## src/rtl/dsgs_pkg.sv

```systemverilog
// ----------------------------------------------------------------------------
// dsgs_pkg
// Shared constants, register codes and types of the scatter-gather segmenter.
// ----------------------------------------------------------------------------
`default_nettype none

package dsgs_pkg;

    localparam int PAGE_BYTES_DEF   = 4096;
    localparam int MAX_SEGMENTS_DEF = 64;
    localparam int ADDR_BITS_DEF    = 32;
    localparam int QUEUE_DEPTH      = 2;

    localparam int BUS_ADDR_W = 32;
    localparam int LEN_W      = 24;
    localparam int NUM_W      = 6;
    localparam int LIMIT_W    = 7;
    localparam int BOUND_W    = 32;
    localparam int CFG_IDX_W  = 2;
    localparam int CFG_DATA_W = 32;

    localparam logic [BOUND_W-1:0]    RST_BOUNDARY    = '0;
    localparam logic [LEN_W-1:0]      RST_MAX_LEN     = 24'd65536;
    localparam logic [LIMIT_W-1:0]    RST_SEG_LIMIT   = 7'd64;
    localparam logic [BUS_ADDR_W-1:0] RST_ADDR_OFFSET = '0;

    typedef enum logic [CFG_IDX_W-1:0] {
        CFG_BOUNDARY    = 2'd0,
        CFG_MAX_LEN     = 2'd1,
        CFG_SEG_LIMIT   = 2'd2,
        CFG_ADDR_OFFSET = 2'd3
    } cfg_index_t;

    // settings as the chunk engine uses them (clamped, window isolated)
    typedef struct packed {
        logic [LEN_W-1:0]   max_len;
        logic [LIMIT_W-1:0] limit;
        logic [BOUND_W-1:0] window;
    } dsgs_params_t;

endpackage

`default_nettype wire

```

## src/rtl/dsgs_if.sv

```systemverilog
// ----------------------------------------------------------------------------
// dsgs_if
// Valid/ready channels for buffer beats and segment beats.
// ----------------------------------------------------------------------------
`default_nettype none

interface dsgs_buf_if;
    import dsgs_pkg::*;

    logic                  valid;
    logic                  ready;
    logic [BUS_ADDR_W-1:0] buffer_address;
    logic [LEN_W-1:0]      buffer_length;
    logic                  first_buffer;
    logic                  final_buffer;

    modport source (
        output valid, buffer_address, buffer_length, first_buffer, final_buffer,
        input  ready
    );
    modport sink (
        input  valid, buffer_address, buffer_length, first_buffer, final_buffer,
        output ready
    );
endinterface

interface dsgs_seg_if;
    import dsgs_pkg::*;

    logic                  valid;
    logic                  ready;
    logic [BUS_ADDR_W-1:0] seg_address;
    logic [LEN_W-1:0]      seg_length;
    logic [NUM_W-1:0]      seg_number;
    logic                  last_of_run;
    logic                  too_many_segments;

    modport source (
        output valid, seg_address, seg_length, seg_number, last_of_run,
               too_many_segments,
        input  ready
    );
    modport sink (
        input  valid, seg_address, seg_length, seg_number, last_of_run,
               too_many_segments,
        output ready
    );
endinterface

`default_nettype wire

```

## src/rtl/dsgs_front.sv

```systemverilog
// ----------------------------------------------------------------------------
// dsgs_front
// Configuration registers, bus address translation and setting clamps.
// ----------------------------------------------------------------------------
`default_nettype none

module dsgs_front #(
    parameter int MAX_SEGMENTS = dsgs_pkg::MAX_SEGMENTS_DEF,
    parameter int ADDR_BITS    = dsgs_pkg::ADDR_BITS_DEF
) (
    input  wire logic                            clk,
    input  wire logic                            rst_n,
    dsgs_buf_if.sink                             buffers,
    input  wire logic                            cfg_we,
    input  wire logic [dsgs_pkg::CFG_IDX_W-1:0]  cfg_index,
    input  wire logic [dsgs_pkg::CFG_DATA_W-1:0] cfg_wdata,
    output logic                                 push_valid,
    input  wire logic                            push_ready,
    output logic [ADDR_BITS-1:0]                 push_addr,
    output logic [dsgs_pkg::LEN_W-1:0]           push_len,
    output logic                                 push_first,
    output logic                                 push_final,
    output dsgs_pkg::dsgs_params_t               params
);
    import dsgs_pkg::*;

    logic [BOUND_W-1:0]    boundary_size_reg;
    logic [LEN_W-1:0]      max_segment_length_reg;
    logic [LIMIT_W-1:0]    segment_limit_reg;
    logic [BUS_ADDR_W-1:0] address_offset_reg;
    logic [63:0]           bus_sum;
    dsgs_params_t          params_next;
    dsgs_params_t          params_reg;

    // isolate the highest set bit
    function automatic logic [BOUND_W-1:0] top_bit(input logic [BOUND_W-1:0] b);
        logic [BOUND_W-1:0] s;
        s = b;
        s = s | (s >> 1);
        s = s | (s >> 2);
        s = s | (s >> 4);
        s = s | (s >> 8);
        s = s | (s >> 16);
        return b & ~(s >> 1);
    endfunction

    always_ff @(posedge clk or negedge rst_n)
    begin
        if (!rst_n)
        begin
            boundary_size_reg      <= RST_BOUNDARY;
            max_segment_length_reg <= RST_MAX_LEN;
            segment_limit_reg      <= RST_SEG_LIMIT;
            address_offset_reg     <= RST_ADDR_OFFSET;
        end
        else if (cfg_we)
        begin
            unique case (cfg_index_t'(cfg_index))
                CFG_BOUNDARY:    boundary_size_reg      <= cfg_wdata[BOUND_W-1:0];
                CFG_MAX_LEN:     max_segment_length_reg <= cfg_wdata[LEN_W-1:0];
                CFG_SEG_LIMIT:   segment_limit_reg      <= cfg_wdata[LIMIT_W-1:0];
                CFG_ADDR_OFFSET: address_offset_reg     <= cfg_wdata[BUS_ADDR_W-1:0];
            endcase
        end
    end

    always_comb
    begin
        params_next.window  = top_bit(boundary_size_reg);
        params_next.max_len = (max_segment_length_reg == '0) ? LEN_W'(1)
                                                             : max_segment_length_reg;
        priority if (segment_limit_reg == '0)
            params_next.limit = LIMIT_W'(1);
        else if (segment_limit_reg > LIMIT_W'(MAX_SEGMENTS))
            params_next.limit = LIMIT_W'(MAX_SEGMENTS);
        else
            params_next.limit = segment_limit_reg;
    end

    always_ff @(posedge clk)
    begin
        params_reg <= params_next;
    end

    assign params = params_reg;

    assign bus_sum    = 64'(buffers.buffer_address) + 64'(address_offset_reg);
    assign push_addr  = bus_sum[ADDR_BITS-1:0];
    assign push_len   = buffers.buffer_length;
    assign push_first = buffers.first_buffer;
    assign push_final = buffers.final_buffer;
    assign push_valid = buffers.valid;
    assign buffers.ready = push_ready;

endmodule

`default_nettype wire

```

## src/rtl/dsgs_fifo.sv

```systemverilog
// ----------------------------------------------------------------------------
// dsgs_fifo
// Short register queue between the front and the chunk engine.
// ----------------------------------------------------------------------------
`default_nettype none

module dsgs_fifo #(
    parameter int WIDTH = 8,
    parameter int DEPTH = dsgs_pkg::QUEUE_DEPTH
) (
    input  wire logic             clk,
    input  wire logic             rst_n,
    input  wire logic             in_valid,
    output logic                  in_ready,
    input  wire logic [WIDTH-1:0] in_data,
    output logic                  out_valid,
    input  wire logic             out_ready,
    output logic [WIDTH-1:0]      out_data
);
    localparam int PW = (DEPTH > 1) ? $clog2(DEPTH) : 1;
    localparam int CW = $clog2(DEPTH + 1);

    logic [WIDTH-1:0] mem_reg [DEPTH];
    logic [PW-1:0]    wr_ptr_reg;
    logic [PW-1:0]    rd_ptr_reg;
    logic [CW-1:0]    count_reg;
    logic             push;
    logic             pop;

    assign in_ready  = (count_reg != CW'(DEPTH));
    assign out_valid = (count_reg != '0);
    assign out_data  = mem_reg[rd_ptr_reg];
    assign push      = in_valid && in_ready;
    assign pop       = out_valid && out_ready;

    always_ff @(posedge clk or negedge rst_n)
    begin
        if (!rst_n)
        begin
            wr_ptr_reg <= '0;
            rd_ptr_reg <= '0;
            count_reg  <= '0;
        end
        else
        begin
            if (push)
                wr_ptr_reg <= (wr_ptr_reg == PW'(DEPTH - 1)) ? '0 : wr_ptr_reg + PW'(1);
            if (pop)
                rd_ptr_reg <= (rd_ptr_reg == PW'(DEPTH - 1)) ? '0 : rd_ptr_reg + PW'(1);
            if (push && !pop)
                count_reg <= count_reg + CW'(1);
            else if (pop && !push)
                count_reg <= count_reg - CW'(1);
        end
    end

    always_ff @(posedge clk)
    begin
        if (push)
            mem_reg[wr_ptr_reg] <= in_data;
    end

endmodule

`default_nettype wire

```

## src/rtl/dsgs_back.sv

```systemverilog
// ----------------------------------------------------------------------------
// dsgs_back
// Chunk engine: cuts buffers into chunks, merges them into segments and
// drives the segment channel through an output register.
// ----------------------------------------------------------------------------
`default_nettype none

module dsgs_back #(
    parameter int PAGE_BYTES = dsgs_pkg::PAGE_BYTES_DEF,
    parameter int ADDR_BITS  = dsgs_pkg::ADDR_BITS_DEF
) (
    input  wire logic                         clk,
    input  wire logic                         rst_n,
    input  wire logic                         q_valid,
    output logic                              q_ready,
    input  wire logic [ADDR_BITS-1:0]         q_addr,
    input  wire logic [dsgs_pkg::LEN_W-1:0]   q_len,
    input  wire logic                         q_first,
    input  wire logic                         q_final,
    input  wire dsgs_pkg::dsgs_params_t       params,
    dsgs_seg_if.source                        segments
);
    import dsgs_pkg::*;

    localparam int PAGE_W = $clog2(PAGE_BYTES);

    typedef enum logic [1:0] {
        ST_IDLE,
        ST_CHUNK,
        ST_FLUSH
    } state_t;

    state_t                state_reg, state_next;
    logic [ADDR_BITS-1:0]  cur_reg, cur_next;
    logic [LEN_W-1:0]      rem_reg, rem_next;
    logic                  final_reg, final_next;
    logic [ADDR_BITS-1:0]  open_addr_reg, open_addr_next;
    logic [LEN_W-1:0]      open_len_reg, open_len_next;
    logic                  open_valid_reg, open_valid_next;
    logic [NUM_W-1:0]      idx_reg, idx_next;
    logic [ADDR_BITS-1:0]  prev_end_reg, prev_end_next;
    logic                  overflowed_reg, overflowed_next;
    logic                  out_valid_reg, out_valid_next;
    logic [BUS_ADDR_W-1:0] out_addr_reg, out_addr_next;
    logic [LEN_W-1:0]      out_len_reg, out_len_next;
    logic [NUM_W-1:0]      out_num_reg, out_num_next;
    logic                  out_last_reg, out_last_next;
    logic                  out_err_reg, out_err_next;

    logic [PAGE_W:0]       page_room;
    logic [63:0]           cur64;
    logic [63:0]           open64;
    logic [63:0]           wlow64;
    logic [BOUND_W-1:0]    to_edge;
    logic [LEN_W-1:0]      sg_page;
    logic [LEN_W-1:0]      sg_max;
    logic [LEN_W-1:0]      sg_rem;
    logic [LEN_W-1:0]      sg;
    logic [LEN_W:0]        len_sum;
    logic [ADDR_BITS-1:0]  wmask;
    logic                  window_ok;
    logic                  merge;
    logic [NUM_W:0]        next_idx;
    logic                  out_free;
    logic [ADDR_BITS-1:0]  cur_adv;

    // chunk size, merge test and output-register state
    always_comb
    begin
        cur64     = 64'(cur_reg);
        open64    = 64'(open_addr_reg);
        page_room = (PAGE_W + 1)'(PAGE_BYTES) - {1'b0, cur_reg[PAGE_W-1:0]};
        sg_page   = LEN_W'(page_room);
        sg_max    = (params.max_len < sg_page) ? params.max_len : sg_page;
        sg_rem    = (rem_reg < sg_max) ? rem_reg : sg_max;
        to_edge   = params.window - (cur64[BOUND_W-1:0] & (params.window - BOUND_W'(1)));
        if ((params.window != '0) && (to_edge < BOUND_W'(sg_rem)))
            sg = to_edge[LEN_W-1:0];
        else
            sg = sg_rem;
        wlow64    = {32'b0, params.window - BOUND_W'(1)};
        wmask     = ~wlow64[ADDR_BITS-1:0];
        window_ok = (params.window == '0) || (((open_addr_reg ^ cur_reg) & wmask) == '0);
        len_sum   = {1'b0, open_len_reg} + {1'b0, sg};
        merge     = open_valid_reg && (cur_reg == prev_end_reg) &&
                    (len_sum <= {1'b0, params.max_len}) && window_ok;
        next_idx  = {1'b0, idx_reg} + (NUM_W + 1)'(1);
        cur_adv   = cur_reg + ADDR_BITS'(sg);
        out_free  = !out_valid_reg || segments.ready;
    end

    always_comb
    begin
        state_next      = state_reg;
        cur_next        = cur_reg;
        rem_next        = rem_reg;
        final_next      = final_reg;
        open_addr_next  = open_addr_reg;
        open_len_next   = open_len_reg;
        open_valid_next = open_valid_reg;
        idx_next        = idx_reg;
        prev_end_next   = prev_end_reg;
        overflowed_next = overflowed_reg;
        out_valid_next  = out_valid_reg && !segments.ready;
        out_addr_next   = out_addr_reg;
        out_len_next    = out_len_reg;
        out_num_next    = out_num_reg;
        out_last_next   = out_last_reg;
        out_err_next    = out_err_reg;

        unique case (state_reg)
            ST_IDLE:
            begin
                if (q_valid)
                begin
                    cur_next   = q_addr;
                    rem_next   = q_len;
                    final_next = q_final;
                    state_next = ST_CHUNK;
                    if (q_first)
                    begin
                        open_addr_next  = '0;
                        open_len_next   = '0;
                        open_valid_next = 1'b0;
                        idx_next        = '0;
                        prev_end_next   = '0;
                        overflowed_next = 1'b0;
                    end
                end
            end
            ST_CHUNK:
            begin
                priority if (overflowed_reg)
                    state_next = ST_IDLE;
                else if (rem_reg == '0)
                    state_next = final_reg ? ST_FLUSH : ST_IDLE;
                else if (merge)
                begin
                    open_len_next = len_sum[LEN_W-1:0];
                    cur_next      = cur_adv;
                    prev_end_next = cur_adv;
                    rem_next      = rem_reg - sg;
                end
                else if (open_valid_reg && (next_idx >= {1'b0, params.limit}))
                begin
                    if (out_free)
                    begin
                        out_valid_next  = 1'b1;
                        out_addr_next   = '0;
                        out_len_next    = '0;
                        out_num_next    = '0;
                        out_last_next   = 1'b1;
                        out_err_next    = 1'b1;
                        open_valid_next = 1'b0;
                        open_len_next   = '0;
                        open_addr_next  = '0;
                        overflowed_next = 1'b1;
                        state_next      = ST_IDLE;
                    end
                end
                else if (open_valid_reg)
                begin
                    if (out_free)
                    begin
                        out_valid_next = 1'b1;
                        out_addr_next  = open64[BUS_ADDR_W-1:0];
                        out_len_next   = open_len_reg;
                        out_num_next   = idx_reg;
                        out_last_next  = 1'b0;
                        out_err_next   = 1'b0;
                        idx_next       = next_idx[NUM_W-1:0];
                        open_addr_next = cur_reg;
                        open_len_next  = sg;
                        cur_next       = cur_adv;
                        prev_end_next  = cur_adv;
                        rem_next       = rem_reg - sg;
                    end
                end
                else
                begin
                    open_addr_next  = cur_reg;
                    open_len_next   = sg;
                    open_valid_next = 1'b1;
                    cur_next        = cur_adv;
                    prev_end_next   = cur_adv;
                    rem_next        = rem_reg - sg;
                end
            end
            ST_FLUSH:
            begin
                if (out_free)
                begin
                    out_valid_next  = 1'b1;
                    out_addr_next   = open_valid_reg ? open64[BUS_ADDR_W-1:0] : '0;
                    out_len_next    = open_valid_reg ? open_len_reg : '0;
                    out_num_next    = idx_reg;
                    out_last_next   = 1'b1;
                    out_err_next    = 1'b0;
                    open_valid_next = 1'b0;
                    open_addr_next  = '0;
                    open_len_next   = '0;
                    idx_next        = '0;
                    prev_end_next   = '0;
                    state_next      = ST_IDLE;
                end
            end
            default:
            begin
                state_next = ST_IDLE;
            end
        endcase
    end

    always_ff @(posedge clk or negedge rst_n)
    begin
        if (!rst_n)
        begin
            state_reg      <= ST_IDLE;
            cur_reg        <= '0;
            rem_reg        <= '0;
            final_reg      <= 1'b0;
            open_addr_reg  <= '0;
            open_len_reg   <= '0;
            open_valid_reg <= 1'b0;
            idx_reg        <= '0;
            prev_end_reg   <= '0;
            overflowed_reg <= 1'b0;
            out_valid_reg  <= 1'b0;
            out_addr_reg   <= '0;
            out_len_reg    <= '0;
            out_num_reg    <= '0;
            out_last_reg   <= 1'b0;
            out_err_reg    <= 1'b0;
        end
        else
        begin
            state_reg      <= state_next;
            cur_reg        <= cur_next;
            rem_reg        <= rem_next;
            final_reg      <= final_next;
            open_addr_reg  <= open_addr_next;
            open_len_reg   <= open_len_next;
            open_valid_reg <= open_valid_next;
            idx_reg        <= idx_next;
            prev_end_reg   <= prev_end_next;
            overflowed_reg <= overflowed_next;
            out_valid_reg  <= out_valid_next;
            out_addr_reg   <= out_addr_next;
            out_len_reg    <= out_len_next;
            out_num_reg    <= out_num_next;
            out_last_reg   <= out_last_next;
            out_err_reg    <= out_err_next;
        end
    end

    assign q_ready                    = (state_reg == ST_IDLE);
    assign segments.valid             = out_valid_reg;
    assign segments.seg_address       = out_addr_reg;
    assign segments.seg_length        = out_len_reg;
    assign segments.seg_number        = out_num_reg;
    assign segments.last_of_run       = out_last_reg;
    assign segments.too_many_segments = out_err_reg;

`ifndef SYNTH
    // an overflow beat closes the mapping and carries no segment
    a_err_beat: assert property (@(posedge clk) disable iff (!rst_n)
        out_valid_reg && out_err_reg |-> out_last_reg && (out_len_reg == '0))
        else $error("overflow beat malformed");

    a_ovf_closed: assert property (@(posedge clk) disable iff (!rst_n)
        overflowed_reg |-> !open_valid_reg)
        else $error("segment open after overflow");

    a_open_len: assert property (@(posedge clk) disable iff (!rst_n)
        open_valid_reg |-> (open_len_reg != '0))
        else $error("open segment with zero length");
`endif

endmodule

`default_nettype wire

```

## src/rtl/dma_scatter_gather_segmenter.sv

```systemverilog
// ----------------------------------------------------------------------------
// dma_scatter_gather_segmenter
// Translates buffers to bus addresses and builds a scatter-gather list.
// ----------------------------------------------------------------------------
// A buffer beat is queued by the front in the cycle it arrives; the chunk
// engine then takes it from the queue and cuts it into chunks, one chunk
// per cycle unless a segment waits on the output register (a chunk ends at
// a page end, the maximum segment length or a boundary window end), then
// emits a closing beat for a final buffer. Emitting a segment waits while
// the output register still holds an untaken beat. The two-entry queue
// lets buffer beats arrive while the engine works. Settings are to be
// written only while the block is idle; the block does not enforce this.
`default_nettype none

module dma_scatter_gather_segmenter #(
    parameter int PAGE_BYTES   = dsgs_pkg::PAGE_BYTES_DEF,
    parameter int MAX_SEGMENTS = dsgs_pkg::MAX_SEGMENTS_DEF,
    parameter int ADDR_BITS    = dsgs_pkg::ADDR_BITS_DEF
) (
    input  wire logic                            clk,
    input  wire logic                            rst_n,
    dsgs_buf_if.sink                             buffers,
    dsgs_seg_if.source                           segments,
    input  wire logic                            cfg_we,
    input  wire logic [dsgs_pkg::CFG_IDX_W-1:0]  cfg_index,
    input  wire logic [dsgs_pkg::CFG_DATA_W-1:0] cfg_wdata
);
    import dsgs_pkg::*;

    localparam int ENTRY_W = ADDR_BITS + LEN_W + 2;

    logic                 push_valid;
    logic                 push_ready;
    logic [ADDR_BITS-1:0] push_addr;
    logic [LEN_W-1:0]     push_len;
    logic                 push_first;
    logic                 push_final;
    logic                 q_valid;
    logic                 q_ready;
    logic [ENTRY_W-1:0]   q_data;
    dsgs_params_t         params;

    dsgs_front #(
        .MAX_SEGMENTS (MAX_SEGMENTS),
        .ADDR_BITS    (ADDR_BITS)
    ) u_front (
        .clk        (clk),
        .rst_n      (rst_n),
        .buffers    (buffers),
        .cfg_we     (cfg_we),
        .cfg_index  (cfg_index),
        .cfg_wdata  (cfg_wdata),
        .push_valid (push_valid),
        .push_ready (push_ready),
        .push_addr  (push_addr),
        .push_len   (push_len),
        .push_first (push_first),
        .push_final (push_final),
        .params     (params)
    );

    dsgs_fifo #(
        .WIDTH (ENTRY_W),
        .DEPTH (QUEUE_DEPTH)
    ) u_fifo (
        .clk       (clk),
        .rst_n     (rst_n),
        .in_valid  (push_valid),
        .in_ready  (push_ready),
        .in_data   ({push_addr, push_len, push_first, push_final}),
        .out_valid (q_valid),
        .out_ready (q_ready),
        .out_data  (q_data)
    );

    dsgs_back #(
        .PAGE_BYTES (PAGE_BYTES),
        .ADDR_BITS  (ADDR_BITS)
    ) u_back (
        .clk      (clk),
        .rst_n    (rst_n),
        .q_valid  (q_valid),
        .q_ready  (q_ready),
        .q_addr   (q_data[ENTRY_W-1 -: ADDR_BITS]),
        .q_len    (q_data[LEN_W+1:2]),
        .q_first  (q_data[1]),
        .q_final  (q_data[0]),
        .params   (params),
        .segments (segments)
    );

endmodule

`default_nettype wire

```

## src/flat_wrapper.sv

```systemverilog
// flat-port wrapper written by rule: the top's interface ports become plain ports
module dma_scatter_gather_segmenter_flat import dsgs_pkg::*;
#(
    parameter int PAGE_BYTES   = dsgs_pkg::PAGE_BYTES_DEF,
    parameter int MAX_SEGMENTS = dsgs_pkg::MAX_SEGMENTS_DEF,
    parameter int ADDR_BITS    = dsgs_pkg::ADDR_BITS_DEF
)
  (clk, rst_n, cfg_we, cfg_index, cfg_wdata, buffers_valid, buffers_buffer_address, buffers_buffer_length, buffers_first_buffer, buffers_final_buffer, buffers_ready, segments_valid, segments_seg_address, segments_seg_length, segments_seg_number, segments_last_of_run, segments_too_many_segments, segments_ready);
  dsgs_buf_if buffers_i ();
  dsgs_seg_if segments_i ();
  input  wire logic clk;
  input  wire logic rst_n;
  input  wire logic cfg_we;
  input  wire logic [dsgs_pkg::CFG_IDX_W-1:0] cfg_index;
  input  wire logic [dsgs_pkg::CFG_DATA_W-1:0] cfg_wdata;
  input wire logic [$bits(buffers_i.valid)-1:0] buffers_valid;
  input wire logic [$bits(buffers_i.buffer_address)-1:0] buffers_buffer_address;
  input wire logic [$bits(buffers_i.buffer_length)-1:0] buffers_buffer_length;
  input wire logic [$bits(buffers_i.first_buffer)-1:0] buffers_first_buffer;
  input wire logic [$bits(buffers_i.final_buffer)-1:0] buffers_final_buffer;
  output wire logic [$bits(buffers_i.ready)-1:0] buffers_ready;
  output wire logic [$bits(segments_i.valid)-1:0] segments_valid;
  output wire logic [$bits(segments_i.seg_address)-1:0] segments_seg_address;
  output wire logic [$bits(segments_i.seg_length)-1:0] segments_seg_length;
  output wire logic [$bits(segments_i.seg_number)-1:0] segments_seg_number;
  output wire logic [$bits(segments_i.last_of_run)-1:0] segments_last_of_run;
  output wire logic [$bits(segments_i.too_many_segments)-1:0] segments_too_many_segments;
  input wire logic [$bits(segments_i.ready)-1:0] segments_ready;
  assign buffers_i.valid = buffers_valid;
  assign buffers_i.buffer_address = buffers_buffer_address;
  assign buffers_i.buffer_length = buffers_buffer_length;
  assign buffers_i.first_buffer = buffers_first_buffer;
  assign buffers_i.final_buffer = buffers_final_buffer;
  assign buffers_ready = buffers_i.ready;
  assign segments_valid = segments_i.valid;
  assign segments_seg_address = segments_i.seg_address;
  assign segments_seg_length = segments_i.seg_length;
  assign segments_seg_number = segments_i.seg_number;
  assign segments_last_of_run = segments_i.last_of_run;
  assign segments_too_many_segments = segments_i.too_many_segments;
  assign segments_i.ready = segments_ready;
  dma_scatter_gather_segmenter #(.PAGE_BYTES(PAGE_BYTES), .MAX_SEGMENTS(MAX_SEGMENTS), .ADDR_BITS(ADDR_BITS)) u_core (.clk(clk), .rst_n(rst_n), .buffers(buffers_i), .segments(segments_i), .cfg_we(cfg_we), .cfg_index(cfg_index), .cfg_wdata(cfg_wdata));
endmodule
```

## config.mk

```make
export PLATFORM = sky130hd
export DESIGN_NAME = dma_scatter_gather_segmenter_flat
export DESIGN_NICKNAME = d
export VERILOG_FILES = /design/src/rtl/dsgs_pkg.sv /design/src/rtl/dsgs_if.sv /design/src/rtl/dsgs_front.sv /design/src/rtl/dsgs_fifo.sv /design/src/rtl/dsgs_back.sv /design/src/rtl/dma_scatter_gather_segmenter.sv /design/src/flat_wrapper.sv
export SDC_FILE = /design/constraint.sdc
export NUM_CORES = 1
export LEC_CHECK = 0
export ABC_AREA = 1
export ABC_CLOCK_PERIOD_IN_PS = 14600
export BUFFER_PORTS_ARGS = -buffer_cell sky130_fd_sc_hd__clkbuf_2
export CORE_UTILIZATION = 55
export CTS_BUF_LIST = sky130_fd_sc_hd__clkbuf_2
export CTS_CLUSTER_DIAMETER = 60
export CTS_CLUSTER_SIZE = 40
export DETAILED_ROUTE_END_ITERATION = 6
export PLACE_DENSITY = 0.72
export SYNTH_ARGS = -nofsm -noshare
export SYNTH_HDL_FRONTEND = slang
export SYNTH_SLANG_ARGS = --single-unit
```

## constraint.sdc

```tcl
create_clock -name clk -period 14.6 [get_ports clk]
set_clock_uncertainty 0.2 [all_clocks]
set_input_delay 2.92 -clock clk [delete_from_list [all_inputs] [get_ports clk]]
set_output_delay 2.92 -clock clk [all_outputs]
set_load 0.03 [all_outputs]
```

==> flow_summary.toml, run 1 <==
[synthesis]
ys_ff_latch = 498
yosysWarnings = 0
syn_area_sq_um = 30810
synth_edf_count = 116
synthFlopType = "dfrtp_1"
ys_async_sr_fraction = 0.6406
yosys.cell_types.count = 74
avgSynthCellArea_sq_um = 7.671
yosysSeqAreaShare = 0.4132
synthCells = 4016

[die]
initial_core_util = 0.5581
ioPinCount = 163
num_rows = 86
die_y_microns = 238.7
coreArea_sq_um = 55200
fp.dieW_microns = 238.7
die_area_sq_um = 56960

[sta]
maxSlewViolCount = 0
fin_tns_setup_ps = 0
rsz0062_at_grt = "false"
fmax_ghz = 0.07441
post-route-period-util = 0.9205
finalHoldViolCount = 0
setup_ws_ps = 1161
slew_headroom = 0.1669
period_needed_ps = 13440
setup_viol = 0
tightest_slew_ps = 1247

[layout]
fin_nets = 4385
final_cell_mix = "nand2_1 (839), inv_1 (475), nor2_1 (423), o21ai_0 (392), dfrtp_1 (316)"
largest_reg_flops = 116
final_common_cell = "nand2_1"
drive_above_1_share = 0.08410
final_cell_area_sq_um = 32810
area_growth_pct = 6.503

[clock_network]
cts_tree = "built"
clock_path_buffers = 3
clkLatencyLatePin_ps = 1240
clock-root-buffer = "clkbuf_2"
cts_max_level = 2
clock-sinks = 498
cts.clk_slew.worst_paths_ps = 460
cts_made_buffers = 38

[drt]
routed_wl_microns = 95660
drc = 0
wire_per_inst_microns = 19.65
num_vias = 27420
first_iter_violations = 2895
ant_nets = 0
dr.pass1.iters = 7
vias_per_cell = 5.634

[critical_path]
slowest_delay_ps = 580
cp-start-kind = "flop"
arrival_ps = 14200
path_common_cell = "a21oi_1"
crit_path_top_delay_cell = "dfrtp_1"
criticalPathCategory = "reg -> reg"
worstPathRequired_ps = 15360
critPathCaptureType = "flop"
critPathMaxFanout = 65

[global_routing]
grt_first_pass_wirelength_microns = 144500
grt_usage = 0.3356
antenna_found_initial = 6
grt_pass1_vias = 24460
overflow = 0
grt_max_degree = 157

[min_path]
hp-class = "reg -> reg"

[placed_design]
dp_slack_ps = 1245
dpl_cell_area_sq_um = 32200
gp_congestion = 1.005
io_buffers = 162
dp_hpwl_microns = 74440

[flow_run]
max-cap-violations = 0

[power]
leakagePower_nw = 16.29
p_per_area_nw_per_um2 = 239.9
ir_worst_vdd_mv = 0.1369
power_mw = 7.871

[outcome]
status = "finished, final reports clean"
[cell usage after synthesis, types with 4 or more instances]
cell type | n | area [sq um]
nand2_1 | 841 | 3157
inv_1 | 478 | 1794
nor2_1 | 429 | 1610
o21ai_0 | 394 | 1972
dfrtp_1 | 317 | 7933
nand3_1 | 228 | 1141
a21oi_1 | 223 | 1116
ha_1 | 199 | 2490
clkbuf_1 | 130 | 488.0
edfxtp_1 | 116 | 3483
xor2_1 | 112 | 980.9
dfxtp_1 | 63 | 1261
a31oi_1 | 58 | 362.9
nor3_1 | 40 | 200.2
xnor2_1 | 39 | 341.6
nand4_1 | 37 | 231.5
o22ai_1 | 37 | 231.5
nor4_1 | 28 | 175.2
o21ai_1 | 26 | 130.1
inv_2 | 24 | 90.09
buf_2 | 20 | 100.1
o21bai_1 | 13 | 97.59
o211ai_1 | 12 | 90.09
a211oi_1 | 11 | 82.58
o21a_1 | 10 | 75.07
or2_2 | 10 | 62.56
o31ai_1 | 8 | 60.06
buf_1 | 7 | 26.28
nand2_2 | 7 | 43.79
a22oi_1 | 6 | 45.04
a21oi_2 | 5 | 43.79
nor2_4 | 5 | 56.30
o21ai_2 | 5 | 43.79
a2111oi_0 | 4 | 35.03
a21boi_0 | 4 | 30.03
a21o_1 | 4 | 30.03
buf_4 | 4 | 30.03
fa_1 | 4 | 80.08
o2111ai_1 | 4 | 35.03
o221ai_1 | 4 | 35.03
o2bb2ai_1 | 4 | 35.03
[timing repair]
action	4_1_cts	5_1_grt
resized for setup	0	8
setup buffers	0	0
setup endpoints to repair	0	146
hold buffers	0	0
[stage by stage]
stage,utilization,hold WS [ps],std cells
floorplan,-,189.0,4026
global placement,0.5833,179.8,4793
detailed placement,0.5833,179.1,4793
CTS,0.5939,211.2,4862
global route,0.5942,212.8,4864
finish,0.5944,213.5,4867
[cell families (layout without fill, tap and decap cells)]
group	Yosys count	after routing	share of synthesized area
flops	498	498	0.4132
compound gates	847	847	0.1527
mux	1	1	0.0003249
fa+ha+maj	203	203	0.08342
xor+xnor	152	152	0.04346
other cells	1	16	0.0001217
buf+inv	666	754	0.08298
simple gates	1648	1648	0.2238
[layout make-up]
class | instances | area, sq um
well taps | 748 | 935.9
flip-flops and latches | 498 | 12730
clock inverters | 29 | 385.4
repair buffers | 183 | 1003
clock buffers | 40 | 200.2
multi-input cells | 2862 | 15650
fillers | 5228 | 22390
inverters | 502 | 1891
diodes | 5 | 12.51
[path summary, 6_finish.rpt]
check	startpoint	slack, ps	depth (start not counted)	endpoint
max	u_core.u_back.cur_reg[0]	1160	63	u_core.u_back.cur_reg[2]
min	u_core.u_front.segment_limit_reg[6]	210	0	u_core.u_front.params[38]
max reg2reg	u_core.u_back.cur_reg[0]	1160	63	u_core.u_back.cur_reg[2]
min reg2reg	u_core.u_front.segment_limit_reg[6]	210	0	u_core.u_front.params[38]
max in group asynchronous	rst_n	11190	2	u_core.u_back.open_addr_reg[0]
min in group asynchronous	rst_n	1470	1	u_core.u_back.rem_reg[12]
[worst max-delay path: cells and delay by family (launching register included)]
family | cells | cell delay (ps)
AND/OR/NAND/NOR | 23 | 3810
adder cells (fa/ha/maj) | 7 | 2190
XOR/XNOR | 2 | 560
buffers and inverters | 7 | 1400
flip-flops | 1 | 580
AO/OA/AOI/OAI | 24 | 4380
[report_power, final]
part	switching [mW]	leakage, nW	internal (mW)
clock	0.544	0.341	0.153
sequential	0.413	5.67	1.85
combinational	3.34	10.3	1.58
total	4.30	16.3	3.58
[per-layer routing]
| layer | vias up | track usage | wire length [microns] | part of all wire |
|---|---|---|---|---|
| met4 | 4 | 0.08800 | 2592 | 0.027 |
| met1 | 12780 | 0.5164 | 44810 | 0.47 |
| met3 | 115 | 0.05866 | 8679 | 0.091 |
| li1 | 13430 | - | - | - |
| met5 | - | 0 | 30 | 0.00031 |
| met2 | 1091 | 0.4820 | 39550 | 0.41 |
(Power assumes the default switching activity.)
==> inputs of run 2 (changes only) <==
--- a/config.mk
+++ b/config.mk
@@ -13,6 +13,7 @@
 export CTS_CLUSTER_DIAMETER = 60
 export CTS_CLUSTER_SIZE = 40
 export DETAILED_ROUTE_END_ITERATION = 6
+export GPL_TIMING_DRIVEN = 0
 export PLACE_DENSITY = 0.72
 export SYNTH_ARGS = -nofsm -noshare
 export SYNTH_HDL_FRONTEND = slang
==> flow_summary.toml, run 2 (synthesis gave the netlist of run 1 again) <==
[outcome]
status = "finished, final reports clean"

[critical_path]
crit_path_top_delay_cell = "a2111oi_0"
r2r_end = "u_core.u_back.cur_reg[28]"
reg2reg_depth = 67
cp-start-kind = "flop"
path_common_cell = "nand2_1"
criticalPathCategory = "reg -> reg"
arrival_ps = 14900
critPathCaptureType = "flop"
worstPathRequired_ps = 15500
crit-reg2reg-launch = "u_core.u_back.cur_reg[1]"
critPathMaxFanout = 10
ff2ff_setup_slack_ps = 610
slowest_delay_ps = 700

[drt]
dr.pass1.iters = 6
vias_per_cell = 5.617
top_layer = "met4"
wire_per_inst_microns = 19.99
first_iter_violations = 2786
wl_met3_microns = 8068
num_vias = 28150
routed_wl_microns = 100200
wl_met2_microns = 42320
drc = 0
drt-met1-wl_microns = 46040
ant_nets = 0

[layout]
final_common_cell = "nand2_1"
final_core_util = 0.6059
area_growth_pct = 8.578
fin_cells = 5012
final_cell_mix = "nand2_1 (841), inv_1 (478), nor2_1 (420), o21ai_0 (392), dfrtp_1 (315)"
fin_nets = 4534
drive_above_1_share = 0.08468
largest_reg_flops = 116

[clock_network]
cts_tree = "built"
clock_path_buffers = 3
postCtsSetupBuffers = 0
cts_max_level = 2
clock-sinks = 498
clock-root-buffer = "clkbuf_2"
postCtsHoldBufs = 0
clkLatencyLatePin_ps = 1220
cts_made_buffers = 37
cts.clk_slew.worst_paths_ps = 420

[global_routing]
grt_first_pass_wirelength_microns = 149200
antenna_found_initial = 2
overflow = 0
grt_usage = 0.3504
grt_max_degree = 106
grt_pass1_vias = 25090

[min_path]
hp-start = "u_core.u_front.max_segment_length_reg[17]"
hp-class = "reg -> reg"
whs_path_depth = 1
whs_endpoint = "u_core.u_front.params[56]"

[power]
power_switching_mw = 4.470
ir_worst_vdd_mv = 0.1123
leakagePower_nw = 16.54
p_seq_frac = 0.272
p_per_area_nw_per_um2 = 242.3
p_comb_frac = 0.641
p_sw_frac = 0.5514
clkPwrFrac = 0.087
internal_power_mw = 3.636
power_mw = 8.106

[placed_design]
dp.cells = 4943
dp_hpwl_microns = 81460
gp_congestion = 1.016
io_buffers = 162
dp_slack_ps = 205.5

[sta]
fin_tns_setup_ps = 0
setup_viol = 0
finalHoldViolCount = 0
setup_ws_ps = 605.4
fmax_ghz = 0.07146
post-route-period-util = 0.9585
maxSlewViolCount = 0
slew_headroom = 0.2308
tightest_slew_ps = 1154
period_needed_ps = 13990

[flow_run]
max-cap-violations = 0

[die]
num_rows = 86
fp.dieW_microns = 238.7
coreArea_sq_um = 55200
ioPinCount = 163
die_area_sq_um = 56960
die_y_microns = 238.7
initial_core_util = 0.5581
## run 2: cell count changes in the layout (fill, tap and decap cells not counted), moves of 4 or more
cell / change
buf_16: +4
buf_1: +7
inv_4: -4
inv_8: +4
clkbuf_2: +4
clkbuf_1: +125
diode_2: -4
buf_4: -15
buf_2: +19
## run 2: what timing repair did
action / CTS / global route
hold endpoints to repair: 0 / 0
endpoints found under the setup margin: 0 / 218
gates resized for setup: 0 / 30
## run 2: worst max-delay path by stage
| stage | start | to | slack [ps] | cells past startpoint |
|---|---|---|---|---|
| floorplan | u_core.u_back.cur_reg[2] | u_core.u_back.segments.seg_address[21] | 4130 | 70 |
| CTS | u_core.u_back.cur_reg[1] | u_core.u_back.open_addr_reg[5] | 30 | 66 |
| global route | u_core.u_back.cur_reg[1] | u_core.u_back.segments.seg_address[5] | -30 | 68 |
| finish | u_core.u_back.cur_reg[1] | u_core.u_back.cur_reg[28] | 610 | 67 |
| detailed placement | u_core.u_back.cur_reg[1] | u_core.u_back.open_addr_reg[27] | 210 | 66 |
| global placement | u_core.u_back.cur_reg[1] | u_core.u_back.cur_reg[28] | 210 | 64 |
## run 2: power by group through the flow
stage          combinational, mW  sequential, mW  clock (mW)
5_1_grt                     5.75            2.24       0.770
2_1_floorplan               3.43            2.18           0
3_5_place_dp                5.04            2.21           0
6_report                    5.20            2.20       0.704
3_3_place_gp                4.95            2.22           0
4_1_cts                     5.06            2.18       0.718
## run 2: cell type report
class                           count  area (sq um)
Clock buffer                       38         190.2
Clock inverter                     30         400.4
Timing Repair Buffer              169         989.7
Buffer                            164         680.7
Fill cell                        5221         21750
Antenna cell                        1         2.502
Inverter                          502          1884
Multi-Input combinational cell   2862         15630
Tap cell                          748         935.9
Sequential cell                   498         12730
## run 2: stage by stage
| step | hold WS (ps) | area [sq um] |
|---|---|---|
| 2_1_floorplan | 189.0 | 30840 |
| 3_3_place_gp | 262.6 | 32590 |
| 3_5_place_dp | 258.9 | 32780 |
| 4_1_cts | 278.0 | 33370 |
| 5_1_grt | 292.2 | 33450 |
| 6_report | 282.1 | 33450 |
## run 2: critical path, delay by kind of cell (launching register included)
kind	cells	cell delay [ps]
fa+ha+maj	6	1980
flops	1	580
xor+xnor	1	340
buf+inv	9	2020
compound gates	18	4000
simple gates	33	4750
## run 2: metal layers
layer | GRT usage | vias to the layer above
met5 | 0 | -
met4 | 0.1313 | 0
met3 | 0.04769 | 144
met2 | 0.5190 | 1068
met1 | 0.5191 | 13140
li1 | - | 13790
